==> src/rtl/core/sfla_pkg.sv <==
package sfla_pkg;

  localparam int PAGE_BYTES    = 4096;
  localparam int MIN_CLASS_EXP = 4;
  localparam int MAX_CLASS_EXP = 12;
  localparam int HEAP_BYTES    = 1048576;

  localparam int NUM_CLASSES = MAX_CLASS_EXP - MIN_CLASS_EXP + 1;
  localparam int CLASS_W     = $clog2(NUM_CLASSES);
  localparam int LINK_DEPTH  = HEAP_BYTES >> MIN_CLASS_EXP;
  localparam int LINK_AW     = $clog2(LINK_DEPTH);
  localparam int PAGE_SHIFT  = $clog2(PAGE_BYTES);

  localparam int SIZE_W  = 13;
  localparam int OFF_W   = 20;
  localparam int FREE_W  = 21;
  localparam int LIMIT_W = 9;
  localparam int TOP_W   = $clog2(HEAP_BYTES + 1);
  localparam int CSIZE_W = MAX_CLASS_EXP + 1;
  localparam int LIM_W   = LIMIT_W + PAGE_SHIFT;

  localparam int FIFO_DEPTH = 2;

  localparam logic [LIMIT_W-1:0] HEAP_LIMIT_RESET = LIMIT_W'(256);

  localparam logic [1:0] ST_OK        = 2'd0;
  localparam logic [1:0] ST_TOO_BIG   = 2'd1;
  localparam logic [1:0] ST_EXHAUSTED = 2'd2;

  localparam logic OP_ALLOC = 1'b0;
  localparam logic OP_FREE  = 1'b1;

  localparam logic REG_HEAP_LIMIT = 1'b0;

  typedef struct packed {
    logic              opcode;
    logic [SIZE_W-1:0] size_bytes;
    logic [OFF_W-1:0]  offset;
  } req_t;

  typedef struct packed {
    logic [OFF_W-1:0]  result_offset;
    logic [1:0]        status;
    logic [FREE_W-1:0] free_bytes;
  } resp_t;

  // classified command passed from front to back
  typedef struct packed {
    logic               opcode;
    logic               too_big;
    logic [CLASS_W-1:0] cls;
    logic [OFF_W-1:0]   offset;
  } cmd_t;

  function automatic logic [CSIZE_W-1:0] class_size(input logic [CLASS_W-1:0] c);
    return CSIZE_W'(1) << (int'(c) + MIN_CLASS_EXP);
  endfunction

  // bytes taken from the heap top on a refill
  function automatic logic [TOP_W-1:0] grow_size(input logic [CLASS_W-1:0] c);
    logic [CSIZE_W-1:0] cs;
    cs = class_size(c);
    if (int'(cs) > PAGE_BYTES) begin
      return TOP_W'(cs);
    end
    return TOP_W'(PAGE_BYTES);
  endfunction

endpackage

==> src/rtl/core/sfla_front.sv <==
module sfla_front
  import sfla_pkg::*;
(
  input  logic clk,
  input  logic rst,
  input  logic start,
  input  req_t req,
  output logic busy,
  output logic cmd_valid,
  output cmd_t cmd,
  input  logic cmd_take
);

  localparam int PTR_W = $clog2(FIFO_DEPTH);
  localparam int CNT_W = $clog2(FIFO_DEPTH + 1);

  cmd_t             entries [FIFO_DEPTH];
  logic [PTR_W-1:0] wr_ptr;
  logic [PTR_W-1:0] rd_ptr;
  logic [CNT_W-1:0] count;
  cmd_t             classified;
  logic             push;
  logic             pop;

  // class = number of class bounds the size exceeds
  always_comb begin
    classified         = '0;
    classified.opcode  = req.opcode;
    classified.offset  = req.offset;
    classified.too_big = int'(req.size_bytes) > (1 << MAX_CLASS_EXP);
    for (int k = 0; k < NUM_CLASSES - 1; k++) begin
      classified.cls = classified.cls
                     + CLASS_W'(int'(req.size_bytes) > (1 << (k + MIN_CLASS_EXP)));
    end
  end

  assign busy      = (count == CNT_W'(FIFO_DEPTH));
  assign push      = start && !busy;
  assign cmd_valid = (count != '0);
  assign pop       = cmd_take && cmd_valid;
  assign cmd       = entries[rd_ptr];

  always_ff @(posedge clk) begin
    if (rst) begin
      wr_ptr <= '0;
      rd_ptr <= '0;
      count  <= '0;
    end else begin
      if (push) begin
        entries[wr_ptr] <= classified;
        wr_ptr          <= (wr_ptr == PTR_W'(FIFO_DEPTH - 1)) ? '0 : wr_ptr + 1'b1;
      end
      if (pop) begin
        rd_ptr <= (rd_ptr == PTR_W'(FIFO_DEPTH - 1)) ? '0 : rd_ptr + 1'b1;
      end
      case ({push, pop})
        2'b10:   count <= count + 1'b1;
        2'b01:   count <= count - 1'b1;
        default: count <= count;
      endcase
    end
  end

endmodule

==> config.mk <==
export PLATFORM = sky130hd
export DESIGN_NAME = sfla_front
export DESIGN_NICKNAME = d
export VERILOG_FILES = /design/src/rtl/core/sfla_pkg.sv /design/src/rtl/core/sfla_front.sv
export SDC_FILE = /design/constraint.sdc
export NUM_CORES = 1
export LEC_CHECK = 0
export BUFFER_PORTS_ARGS = -buffer_cell sky130_fd_sc_hd__buf_4
export CORE_MARGIN = 1.5
export CORE_UTILIZATION = 56
export DETAILED_ROUTE_END_ITERATION = 8
export MAX_ROUTING_LAYER = met4
export PLACE_DENSITY_LB_ADDON = 0.3
export SETUP_SLACK_MARGIN = 0.15
export SYNTH_ARGS = -nofsm -noshare
export SYNTH_HDL_FRONTEND = slang
export SYNTH_SLANG_ARGS = --single-unit
==> constraint.sdc <==
create_clock -name clk -period 11.3 [get_ports clk]
set_clock_uncertainty 0.1 [all_clocks]
set_input_delay 1.695 -clock clk [delete_from_list [all_inputs] [get_ports clk]]
set_output_delay 1.695 -clock clk [all_outputs]
set_load 0.02 [all_outputs]
==> out/results.tsv <==
metric	value	unit
CP Launch Type	input pin	
Power Total	0.000607	W
Max H-tree Level	3	
syn avg cell area	16.1	um2
top cells by area, synth	edfxtp_1, mux2_2, dfxtp_1	
final hold violations	0	
first-pass GRT wire length	6.84	mm
Leakage Power	1.21	nW
Async SR Flop Fraction	0	
drt wl/cell	16.3	um
num ports	66	
yosys warns	0	
crit end category	register	
Root Driver	clkbuf_8	
CP Max Fanout	5	
Post-synth EDFFs	52	
Gate power share	0.303	
GRT Util Overall	0.216	
first-pass detailed-route iteration total	4	
Skew-Pair Late Insertion Delay	0.32	ns
Post-synth top cells	edfxtp_1, mux2_2, inv_1, nor2_1, nor3_1	
Area Growth Syn to Fin	29.3	%
max cap viols	0	
Mapped Cells	151	
Die Ht	68.9	um
total congestion overflow	0	
Die ar.	4750	um2
TritonCTS Buffers	9	
Sw Share	0.300	
Final min period	5.44	ns
Critical Path RT	11.26	ns
Hold Slack	0.422	ns
maximum number of pins on one net before global-route repair	27	
sequential-to-total area share from yosys stat	0.682	
FMAX	184	MHz
Worst VDD drop	0.109	mV
Syn Nets	197	
Clock Sinks	57	
Slew @ Worst Pin	1.08	ns
Setup Crit Path Kind	in2reg	
count of cell types in the netlist	30	
DRT Wirelength	4.57	mm
power per cell area	193	nW/um2
Die Width	68.9	um
Flop pwr share	0.457	
FP Rows	23	
initial core utilization	0.596	
vias in the first global route	1499	
final net count	272	
core area	4090	um2
CP arrival	5.40	ns
initial drt markers	86	
Post-DP HPWL	3.33	mm
Residual DRC	0	
postcts setup bufs	0	
via count of the routed design	1532	
antenna violations before repair	0	
mapped cell area	2430	um2
number of register bits inferred by synthesis	57	
# diodes	0	
cell with the most instances after synthesis	edfxtp_1	
post-CTS sizing	0	
Synth top area share	0.641	
total internal power	0.000425	W
# hold bufs at CTS	0	
gpl congestion	0.872	
antenna-violating nets left	0	
worst relative slew slack	0.282	
clock power share	0.240	
Setup TNS	0	ns
clock-pin slew on the worst setup and hold paths	0.06	ns
number of buffers added on ports	65	
fin crit share	0.482	
HP Class	reg2reg	
DR vias/cell	5.45	
share of cells above drive strength 1	0.485	
ys flop type	edfxtp_1	
dominant cell type by area after synthesis	edfxtp_1	
Clock Tree Buf Depth	2	
Slew Viols, Final	0	
final setup violating endpoints	0	
unrepaired setup endpoints after global routing	no	
CTS tree	yes	
status	finished clean	
Sw Pwr	0.000182	W
[cell families after synthesis]
logic type / count (synthesis) / synth area share
AOI/OAI and AO/OA: 14 / 0.0391
xor gates and xnor gates: 4 / 0.0144
adders and majority gates: 8 / 0.0534
buffers and inverters: 13 / 0.0216
DFF: 57 / 0.682
muxes: 26 / 0.120
and+or+nand+nor: 29 / 0.0689
[per-stage QoR]
| stage | util | setup WS [ns] | area (um2) | cells |
|---|---|---|---|---|
| after floorplan | - | 6.05 | 2430 | 151 |
| after global placement | 0.733 | 5.87 | 3000 | 265 |
| after detailed placement | 0.733 | 5.60 | 3000 | 265 |
| after CTS | 0.770 | 5.95 | 3150 | 281 |
| after global routing | 0.770 | 5.66 | 3150 | 281 |
| final | 0.770 | 5.86 | 3150 | 281 |
[area by class of cell]
cell class                 instances  area [um2]
clock buffer                      10         128
clock inverter                     6        25.0
fill                             240         938
inverter                          10        37.5
multi-input combinational         81         731
sequential                        57        1660
tap                               50        62.6
timing repair buffer              67         503
[final timing paths]
| kind | startpoint | to | slack [ns] | depth (start not counted) |
|---|---|---|---|---|
| hold / removal | count[1] | count[1] | 0.42 | 2 |
| hold reg to reg | count[1] | count[1] | 0.42 | 2 |
| setup reg to reg | count[0] | entries[1][23] | 8.93 | 4 |
| setup / recovery | req[27] | entries[1][22] | 5.86 | 12 |
[placed cells by master (no fill, tap or decap), types with 5 or more instances in the layout]
master,Yosys,routed
mux2_2,26,26
nor2_1,6,6
edfxtp_1,52,52
nor3_1,6,5
inv_1,10,10
buf_4,0,67
clkbuf_8,0,9
dfxtp_1,5,5
[layer usage]
| metal | up-vias | GRT usage | routed length (um) |
|---|---|---|---|
| li1 | 723 | - | - |
| met1 | 730 | 0.210 | 1680 |
| met2 | 72 | 0.393 | 2580 |
| met3 | 7 | 0.0568 | 238 |
| met4 | 0 | 0.110 | 71 |
| met5 | - | - | 0 |
[power by group through the flow]
stage	logic (W)	registers, W	clock network [W]
3_5_place_dp	0.000184	0.000282	0
6_report	0.000184	0.000277	0.000146
5_1_grt	0.000197	0.000282	0.000157
4_1_cts	0.000185	0.000278	0.000149
2_1_floorplan	0.000125	0.000266	0
3_3_place_gp	0.000179	0.000280	0
[critical path, stage by stage]
cell     delay (ns)
buf_4          0.13
nor4_1         0.83
nand3_1        0.22
fa_1           0.58
inv_1          0.07
fa_1           0.53
inv_1          0.05
fa_1           0.53
ha_1           0.16
inv_1          0.05
fa_1           0.38
xnor2_1        0.16
[state kept, by name, summed over array words and instances, names as in the netlist, named ones only]
name and count:
rd_ptr 1, entries 52, count 2, wr_ptr 1
Power figures use the tool's default switching activity.
